`config.mk`:
```
export PLATFORM = sky130hd
export DESIGN_NAME = pnos_hash_ram
export DESIGN_NICKNAME = d
export VERILOG_FILES = /design/src/rtl/pnos_pkg.sv /design/src/rtl/pnos_hash_ram.sv
export SDC_FILE = /design/constraint.sdc
export NUM_CORES = 2
export LEC_CHECK = 0
export CORE_MARGIN = 8
export CORE_UTILIZATION = 45
export DETAILED_ROUTE_END_ITERATION = 8
export DONT_BUFFER_PORTS = 1
export PLACE_DENSITY = 0.65
export SLEW_MARGIN = 25
export SYNTH_ARGS = -nofsm -noshare
export SYNTH_HDL_FRONTEND = slang
export SYNTH_SLANG_ARGS = --single-unit
```
`constraint.sdc`:
```
create_clock -name clk -period 5.2 [get_ports clk]
set_input_delay 0.78 -clock clk [delete_from_list [all_inputs] [get_ports clk]]
set_output_delay 0.78 -clock clk [all_outputs]
set_load 0.02 [all_outputs]
```
`src/rtl/pnos_pkg.sv`:
```
// Shared types, constants and the gradient function for the fractal noise block.
// Depends on nothing; every other file imports it.
`default_nettype none
package pnos_pkg;

	localparam int TABLE_SIZE  = 256;
	localparam int TBL_W       = $clog2(TABLE_SIZE);
	localparam int MAX_OCTAVES = 16;
	localparam int OCT_W       = 5;
	localparam int ONE_Q16     = 65536;
	localparam int PX_W        = 32 + TBL_W;
	localparam int WGT_W       = 17 + $clog2(MAX_OCTAVES);
	localparam int SUM_W       = 41;
	localparam int QUO_W       = SUM_W - 1;
	localparam int OUT_MAX     = 131071;
	localparam int OUT_MIN     = -131072;

	localparam logic REQ_LOAD = 1'b0;
	localparam logic REQ_EVAL = 1'b1;

	typedef logic [TBL_W-1:0] tidx_t;
	typedef logic [7:0]       hval_t;
	typedef logic signed [19:0] grad_t;

	typedef struct packed {
		logic             start;
		logic [QUO_W-1:0] num;
		logic [WGT_W-1:0] den;
	} div_req_t;

	// Improved-noise gradient: the low four hash bits pick the axes and signs.
	function automatic grad_t grad(input logic [3:0] h, input logic signed [17:0] gx,
			input logic signed [17:0] gy, input logic signed [17:0] gz);
		grad_t u;
		grad_t v;
		u = (h < 4'd8) ? 20'(gx) : 20'(gy);
		if (h < 4'd4) begin
			v = 20'(gy);
		end else if (h == 4'd12 || h == 4'd14) begin
			v = 20'(gx);
		end else begin
			v = 20'(gz);
		end
		if (h[0]) begin
			u = -u;
		end
		if (h[1]) begin
			v = -v;
		end
		return u + v;
	endfunction

endpackage
`default_nettype wire

```
`src/rtl/pnos_hash_ram.sv`:
```
// Hash table storage: one write port and two registered read ports.
// Depends on pnos_pkg.
`default_nettype none
module pnos_hash_ram import pnos_pkg::*; (
	input  wire         clk,
	input  wire         wr_en,
	input  tidx_t       wr_addr,
	input  hval_t       wr_data,
	input  tidx_t       rd_addr_a,
	input  tidx_t       rd_addr_b,
	output hval_t       rd_data_a,
	output hval_t       rd_data_b
);

	hval_t mem [TABLE_SIZE];

	always_ff @(posedge clk) begin
		if (wr_en) begin
			mem[wr_addr] <= wr_data;
		end
		rd_data_a <= mem[rd_addr_a];
		rd_data_b <= mem[rd_addr_b];
	end

endmodule
`default_nettype wire

```
==> impl_results.md <==
- Outcome: completed
- RSZ-0062 raised after global routing: no
- Setup Skew: 0.0460 ns
- Synth Area in Adders: 0%
- H-tree depth: 4
- Commonest non-fill, non-tap cells in the layout: 2048 x edfxtp_1, 1051 x mux4_2, 236 x mux2i_1
- Pleak: 32.9 nW
- Hold Crit Depth: 0
- Row Count: 170
- Worst setup SP type: input port
- Fill cells: ~17000
- R2R Setup Slk: 1.98 ns
- Most common cell after layout, fill and taps aside: edfxtp_1
- Total Die Area: 0.231 mm2
- Non-Filler Instances: about 7900
- FMAX: 193 MHz
- Dpl hpwl: 173000 um
- Die Ht: 480 um
- First-pass GRT wire length: roughly 410000 um
- Die width: 480 um
- PortBufs: 0
- Initial core utilization: 45.2%
- Asr flop ratio synth: 0%
- Grt peak-use layer: met2
- Drt first pass iters: 6
- TritonCTS buffer count: 210
- Arr. time, crit path: 5.84 ns
- Critical path class: input port to flop
- Drt initial violations: around 8000
- Worst hold path endpoint: mem[243][0]$_DFFE_PP_
- GP Congestion: slightly below 0.9
- Met1 usage: 33.9%
- Worst r2r path cells: 7
- Worst EP required: 5.86 ns
- Synth-to-Final Area Change: 10.3%
- Syn Inst Count: 4847
- Final Hold Fails: 0
- Worst relative slew slack: less than 1%
- Compound-Gate Fraction of Synth Area: 3.54%
- Core Box Area: 0.214 mm2
- Seq/Total Area, Yosys: 63.7%
- Multi-input logic area: 0.0327 mm2
- GRT met2 Usage: 38.5%
- Synth Net Count: just under 5000
- Root Driver: clkbuf_16
- Final Util: between 40% and 50%
- Clock Tree Buf Depth: 3
- Top FF cell, synth: edfxtp_1
- Vias in the first global route: 54000
- Met3 usage: 6.25%
- Ports: 50
- DRC violations left: 0
- Seq cells post-synth: slightly above 2000
- Max Cap Violations: 0
- Final setup violating endpoints: 0
- Average size of a mapped cell: 20.0 um2
- Largest net degree at the start of global routing: 534
- DRT Wirelength: 295000 um
- Hold path start: wr_data[0]
- Register Area: a little over 0.06 mm2
- Critical path endpoint category: flop
- Cell variety after synth: 65
- Routed Antenna Nets: 0
- GR Overflow Total: 0
- Post-CTS Setup Inserts: 0
- Post-synth EDFFs: 2048
- Synth Area in Simple Gates: 2.70%
- Initial antenna violation count: 12
- Post-layout minimum cycle time: 5.18 ns
- Synth Cell Area: 0.0970 mm2
- Worst slew pin tran: about 1.5 ns
- Hold WC Path Type: input port to flop
- Max IR drop VDD: 0.000281 V
- Reg-to-reg startpoint: mem[4][3]$_DFFE_PP_
- Vias: 54000
- Largest family of logic cells by synthesized area: multiplexers
- CTS tree: yes
- Xor-xnor portion of the synthesized cell area: 0%
- WL/cell: between 30 and 40 um
- CP max FO: roughly 130
- Nets@finish: slightly below 5000
- Post-synthesis mux area share: 27.3%
- CTS sink count: about 2100
- DP Cell Count: 7472
- Worst R2R End: rd_data_a[3]$_DFF_P_
- Slew Viols, Final: 0
- Synth warnings: 0
- Power per cell area: ~340 mW/mm2
- Clock transition at path regs: 0.06 ns
- Tcrit/Tclk final: around 100%
- Clk_lat worst skew: 0.87 ns
- All-Layer GR Usage: 25.1%
- Vias per std cell: 6.86
- Layout cells sized above 1: 33.3%
-- worst max path at each step --
stage | startpoint | end | slack [ns] | cells past startpoint
2_1_floorplan | rd_addr_b[0] | rd_data_b[0]$_DFF_P_ | 2.38 | 9
3_3_place_gp | rd_addr_b[0] | rd_data_b[6]$_DFF_P_ | -0.46 | 9
3_5_place_dp | rd_addr_b[0] | rd_data_b[6]$_DFF_P_ | -0.66 | 11
4_1_cts | rd_addr_b[0] | rd_data_b[6]$_DFF_P_ | 0.25 | 11
5_1_grt | rd_addr_a[1] | rd_data_a[4]$_DFF_P_ | 0.10 | 12
6_report | rd_addr_a[1] | rd_data_a[4]$_DFF_P_ | 0.02 | 12
-- kinds of logic (layout without fill, tap and decap cells) --
logic type,count (synthesis),in the layout
flops,2064,2064
mux,1325,1325
compound gates,466,466
simple gates,591,591
buf+inv,401,585
other cells,0,6
-- metal layers --
| layer | share of wire (%) | vias up | wire length (um) |
|---|---|---|---|
| met2 | 46 | 3476 | 136000 |
| met4 | 5.8 | 8 | 17000 |
| met3 | 11 | 696 | 33700 |
| met1 | 37 | 28700 | 108000 |
| met5 | 0.018 | - | 54 |
| li1 | - | 21100 | - |
-- critical path, stage by stage --
cell	delay, ns
buf_16	0.49
buf_16	0.48
buf_16	0.59
buf_16	0.40
mux4_2	0.37
mux4_2	0.34
nand2_1	0.27
o31ai_1	0.24
buf_4	0.24
a211oi_1	0.08
buf_4	0.23
nor4_1	0.82
-- state kept, by name, indices dropped and copies added, names as in the netlist --
signal / cells
mem: 2048
rd_data_a: 8
rd_data_b: 8
-- per-stage QoR --
step | power [mW] | TNS, ns | hold slack (ns) | instance area [um2] | setup slack, ns
6_report | 36.2 | 0 | 0.0409 | 107000 | 0.0165
5_1_grt | 37.0 | 0 | 0.0164 | 107000 | 0.102
4_1_cts | 36.1 | 0 | 0.0255 | 107000 | 0.254
3_5_place_dp | 21.0 | -4.62 | 0.950 | 99700 | -0.662
3_3_place_gp | 21.0 | -2.64 | 0.908 | 99400 | -0.458
2_1_floorplan | 20.6 | 0 | 0.816 | 97000 | 2.38
-- report_power, final --
group	switching, mW	internal (mW)	total, mW
Clock	6.46	8.83	15.3
Sequential	0.0853	18.4	18.4
Combinational	1.35	1.17	2.52
-- Yosys cell counts (all sizes together) (48+ instances only) --
cell type,instances,area share (%)
buf,258,2.2
a21oi,79,0.41
o221ai,67,0.62
mux2i,236,2.4
nand2,114,0.44
mux4,1051,24
nand3,52,0.27
nor2,299,1.2
o22ai,48,0.31
a22oi,62,0.48
clkbuf,137,0.53
edfxtp,2048,63
-- what timing repair did --
action | CTS | global route
hold buffers | 0 | 0
hold endpoints to repair | 0 | 0
gates resized for setup | 0 | 0
endpoints found under the setup margin | 0 | 5
-- cell type report --
class | instances | area share, %
clock inverter | 121 | 1.20
clock buffer | 265 | 5.26
sequential | 2064 | 57.8
timing repair buffer | 193 | 1.76
multi-input combinational | 2382 | 30.6
tap | 2838 | 3.32
inverter | 6 | 0.0246
antenna | 6 | 0.0140
No activity file was read; power rests on OpenSTA's default activity.
