--- src/rtl/pnos_pkg.sv ---
// Shared types, constants and the gradient function for the fractal noise block.
// Depends on nothing; every other file imports it.
`default_nettype none
package pnos_pkg;

	localparam int TABLE_SIZE  = 256;
	localparam int TBL_W       = $clog2(TABLE_SIZE);
	localparam int MAX_OCTAVES = 16;
	localparam int OCT_W       = 5;
	localparam int ONE_Q16     = 65536;
	localparam int PX_W        = 32 + TBL_W;
	localparam int WGT_W       = 17 + $clog2(MAX_OCTAVES);
	localparam int SUM_W       = 41;
	localparam int QUO_W       = SUM_W - 1;
	localparam int OUT_MAX     = 131071;
	localparam int OUT_MIN     = -131072;

	localparam logic REQ_LOAD = 1'b0;
	localparam logic REQ_EVAL = 1'b1;

	typedef logic [TBL_W-1:0] tidx_t;
	typedef logic [7:0]       hval_t;
	typedef logic signed [19:0] grad_t;

	typedef struct packed {
		logic             start;
		logic [QUO_W-1:0] num;
		logic [WGT_W-1:0] den;
	} div_req_t;

	// Improved-noise gradient: the low four hash bits pick the axes and signs.
	function automatic grad_t grad(input logic [3:0] h, input logic signed [17:0] gx,
			input logic signed [17:0] gy, input logic signed [17:0] gz);
		grad_t u;
		grad_t v;
		u = (h < 4'd8) ? 20'(gx) : 20'(gy);
		if (h < 4'd4) begin
			v = 20'(gy);
		end else if (h == 4'd12 || h == 4'd14) begin
			v = 20'(gx);
		end else begin
			v = 20'(gz);
		end
		if (h[0]) begin
			u = -u;
		end
		if (h[1]) begin
			v = -v;
		end
		return u + v;
	endfunction

endpackage
`default_nettype wire

--- src/rtl/pnos_div.sv ---
// Restoring divider, one quotient bit per cycle, for the final normalization.
// Depends on pnos_pkg.
`default_nettype none
module pnos_div import pnos_pkg::*; (
	input  wire              clk,
	input  wire              arst_n,
	input  div_req_t         req,
	output logic             done,
	output logic [QUO_W-1:0] quo
);

	localparam int CNT_W = $clog2(QUO_W + 1);

	logic             busy_q;
	logic             done_q;
	logic [CNT_W-1:0] cnt_q;
	logic [WGT_W-1:0] rem_q;
	logic [WGT_W-1:0] den_q;
	logic [QUO_W-1:0] quo_q;
	logic [WGT_W:0]   trial;
	logic [WGT_W:0]   diff;
	logic             ge;

	always_comb begin
		trial = {rem_q, quo_q[QUO_W-1]};
		diff  = trial - {1'b0, den_q};
		ge    = (trial >= {1'b0, den_q});
	end

	always_ff @(posedge clk or negedge arst_n) begin
		if (!arst_n) begin
			busy_q <= 1'b0;
			done_q <= 1'b0;
			cnt_q  <= '0;
		end else begin
			done_q <= 1'b0;
			if (req.start) begin
				busy_q <= 1'b1;
				cnt_q  <= CNT_W'(QUO_W);
			end else if (busy_q) begin
				cnt_q <= cnt_q - CNT_W'(1);
				if (cnt_q == CNT_W'(1)) begin
					busy_q <= 1'b0;
					done_q <= 1'b1;
				end
			end
		end
	end

	always_ff @(posedge clk) begin
		if (req.start) begin
			quo_q <= req.num;
			den_q <= req.den;
			rem_q <= '0;
		end else if (busy_q) begin
			rem_q <= ge ? diff[WGT_W-1:0] : trial[WGT_W-1:0];
			quo_q <= {quo_q[QUO_W-2:0], ge};
		end
	end

	assign done = done_q;
	assign quo  = quo_q;

endmodule
`default_nettype wire

--- config.mk ---
export PLATFORM = sky130hd
export DESIGN_NAME = pnos_div
export DESIGN_NICKNAME = d
export VERILOG_FILES = /design/src/rtl/pnos_pkg.sv /design/src/rtl/pnos_div.sv
export SDC_FILE = /design/constraint.sdc
export NUM_CORES = 1
export LEC_CHECK = 0
export ABC_AREA = 0
export BUFFER_PORTS_ARGS = -buffer_cell sky130_fd_sc_hd__buf_2
export CORE_MARGIN = 1.5
export CORE_UTILIZATION = 35
export DETAILED_ROUTE_END_ITERATION = 7
export PLACE_DENSITY_LB_ADDON = 0.1
export SYNTH_ARGS = -nofsm -noshare
export SYNTH_HDL_FRONTEND = slang
export SYNTH_SLANG_ARGS = --single-unit
--- constraint.sdc ---
create_clock -name clk -period 2.7 [get_ports clk]
set_input_delay 0.27 -clock clk [delete_from_list [all_inputs] [get_ports clk]]
set_output_delay 0.27 -clock clk [all_outputs]
set_load 0.1 [all_outputs]
==> metrics.md <==
| Metric | Value |
|---|---|
| Wire length of the first global-routing pass | between 15000 and 20000 um |
| Post-synthesis cell count | 429 |
| Wirelength, routed | between 10000 and 15000 um |
| Total half-perimeter wirelength after legalization and detailed placement | slightly below 8000 um |
| Number of cells in the finished layout apart from fillers | roughly 740 |
| Distinct cells, synth | 49 |
| Post-layout nets | around 640 |
| Area Overhead vs Synth | 27.0% |
| Die height | 119 um |
| Switching power total | 2.36 mW |
| Switching fraction of total power | 0.413 |
| Headroom to the max-slew limit | 0.662 |
| Signal arrival time at the worst endpoint | ~2.8 ns |
| Max VDD drop | between 500 and 600 uV |
| Mapped Nets | between 500 and 600 |
| Most frequent cells in the layout | buf_2, edfxtp_1, nand2_1 |
| Power per standard cell area | roughly 950 nW/um^2 |
| Number of detailed-route iterations in the first pass | 4 |
| I/O Buffers | about 100 |
| Slew at the pin with the worst max-slew slack | between 0.5 and 0.6 ns |
| Highest attainable clock frequency | 367 MHz |
| H-tree depth | 3 |
| CTS tree | done |
| TritonCTS buffer count | 9 |
| Largest fanout on the critical path | 7 |
| Via count normalized by instance count | ~5 |
| Post-synth EDFFs | just over 60 |
| Remaining number of nets flagged by the antenna check after routing | 0 |
| Type of the tightest min-delay check | primary input to flip-flop |
| Clock sinks | 90 |
| Die area | around 14000 um^2 |
| Result of the run | finished, violations left |
| Count of final hold-check violations | 0 |
| Share of async-settable or async-resettable flops after synthesis | 0.0889 |
| Die Width | around 120 um |
| Sum Neg Setup Slack | -0.0248 ns |
| Kind of end point of the critical path | flip-flop |
| Clock-pin slew reported for the worst setup and hold paths after clock tree synthesis | around 0.070 ns |
| Overall via count from detail_route | ~3600 |
| Initial standard-cell utilization of the core | 0.358 |
| Final Critical Period | 2.72 ns |
| CTS Root Buffer Type | clkbuf_16 |
| Leakage | between 2 and 3 nW |
| Yosys Warn Count | 0 |
| I/O pin total | around 110 |
| Worst-case clock buffer depth | 2 |
| Fraction of layout cells with a size suffix above 1 | 0.370 |
| Clock power frac | 0.213 |
| Proportion of netlist area held by the largest area contributor | 0.388 |
| Most common cell after layout, fill and taps aside | buf_2 |
| Kind of critical path | flip-flop to flip-flop |
| Antenna violations before repair | 0 |
| Most used flip-flop cell after synthesis | edfxtp_1 |
| Share of total power in sequential cells | 0.331 |
| Setup slack of the critical path after layout | -0.0248 ns |
| Mean routed wirelength per cell | approximately 15 um |
| Top cells by area, synth | edfxtp_1, mux2_2, dfxtp_1, ha_1, dfrtp_1 |
| Overflow after GRT | 0 |
| Placed instance count | between 700 and 800 |
| Count of cells along the worst register-to-register path | 10 |
| Number of cell rows | 42 |
| Setup clock skew after layout | between 0.009 and 0.01 ns |
| Post-synth top area cell | edfxtp_1 |
| Via count of the first global-routing pass | 3541 |
| Logic gate share of total power | 0.456 |
| Seq/Total Area, Yosys | 0.519 |
| Cell area after synthesis | between 4000 and 5000 um^2 |
| Antenna diode instance count | 0 |
| WHS Path Cells | 1 |
| Final Slew Violations | 0 |
| Max-cap check violation count | 0 |
| Remaining DRCs | 0 |
| Register bit total from synthesis | 90 |
| RSZ-0062 raised after global routing | yes |
| 1st-iter DRT viols | about 200 |
| Post-synthesis average cell area | 11.0 um^2 |
| Cell-internal power | approximately 3.4 mW |
| Clk_lat worst skew | between 0.3 and 0.4 ns |
| Gp weighted congestion | around 0.8 |
| Share of the clock period used by the worst path after layout | 1.01 |
| Setup violators final | 1 |
| Combined global-route utilization of all metal layers | 0.163 |
| Violations in the final reports | setup timing |
| Kind of start point of the critical path | flip-flop |
| Pin count of the biggest net entering global routing | 86 |
| Core region area | approximately 13000 um^2 |
| Required time at the worst-slack endpoint | between 2 and 3 ns |
[power groups by stage]
stage | clock network [mW] | registers (mW) | logic [mW]
after floorplan | 0 | 2.43 | 1.34
after global placement | 0 | 1.91 | 2.48
after detailed placement | 0 | 1.92 | 2.49
after CTS | 1.26 | 1.89 | 2.51
after global routing | 1.31 | 1.93 | 2.85
final | 1.22 | 1.90 | 2.61
[state kept, by name (all words and copies together), names as in the netlist]
signal and count:
quo 40, den_q 21, busy_q 1, rem_q 21, done 1, cnt_q 6
[per-layer routing]
metal	share of wire	track usage	vias to the layer above
met5	0	0	-
met3	0.038	0.0493	9
met4	0.0089	0.0369	0
li1	-	-	1834
met2	0.47	0.251	62
met1	0.48	0.226	1721
[timing repair]
item	in CTS	in global routing
pin swaps	1	14
hold buffers	1	0
cloned	0	0
resized for setup	0	16
hold endpoints to repair	8	0
setup buffers	0	3
setup endpoints to repair	3	21
[final cells by class]
cell class | count | area [um^2]
fill | 1272 | 7190
sequential | 90 | 2450
multi-input combinational | 291 | 2140
timing repair buffer | 134 | 791
clock buffer | 11 | 243
tap | 176 | 220
inverter | 29 | 109
clock inverter | 5 | 37.5
[critical path, cell delays in order, from the launching register on]
cell,delay [ns]
edfxtp_1,0.39
inv_1,0.07
ha_2,0.17
inv_2,0.04
fa_2,0.36
a21o_1,0.20
a221o_1,0.40
a31oi_4,0.23
o311ai_2,0.18
buf_4,0.19
mux2_2,0.26
[synthesized netlist by cell type (2+ instances only)]
master	instances
xor2_1	12
o21ai_0	14
a311oi_1	14
nor2b_1	2
nor3_1	6
nor4_1	3
nand2_1	52
buf_2	2
ha_1	23
xnor2_1	9
a21o_1	7
o21ai_1	3
a211oi_1	7
or4_1	2
a31oi_1	6
dfxtp_1	21
edfxtp_1	61
a21oi_1	20
o21a_1	3
dfrtp_1	8
a221o_1	2
clkinv_1	2
nand4_1	4
clkbuf_1	12
nand3_1	9
inv_1	27
nor2_1	34
buf_1	4
mux2_2	40
[cells by family (layout without fill, tap and decap cells)]
family / after synthesis / in the layout / synth area share
flip-flops: 90 / 90 / 0.519
AND/OR/NAND/NOR: 117 / 117 / 0.109
AO/OA/AOI/OAI: 89 / 89 / 0.133
adder cells (fa/ha/maj): 24 / 24 / 0.0652
multiplexers: 40 / 40 / 0.0954
buffers and inverters: 48 / 179 / 0.0395
XOR/XNOR: 21 / 21 / 0.0390
[through the flow]
stage | power [mW] | hold slack, ns | cell area, um^2 | utilization | setup slack, ns
after global routing | 6.09 | 0.0709 | 6000 | 0.455 | -0.135
after floorplan | 3.77 | -0.0256 | 4750 | - | -0.457
after global placement | 4.39 | 0.120 | 5630 | 0.427 | 0.0640
final | 5.72 | 0.0909 | 6000 | 0.455 | -0.0248
after detailed placement | 4.40 | 0.125 | 5630 | 0.427 | 0.00228
after CTS | 5.66 | 0.0767 | 5920 | 0.449 | 0.00212
[final timing paths]
| path | startpoint | to | slack, ns |
|---|---|---|---|
| min in group asynchronous | arst_n | cnt_q[4] | 0.28 |
| worst max-delay path | quo[39] | quo[0] | -0.02 |
| worst max register to register | quo[39] | quo[0] | -0.02 |
| worst min register to register | rem_q[10] | rem_q[11] | 0.50 |
| worst min-delay path | req[19] | den_q[19] | 0.09 |
| max in group asynchronous | arst_n | busy_q | 2.24 |
Note: power is estimated with default switching activity, not from simulation.
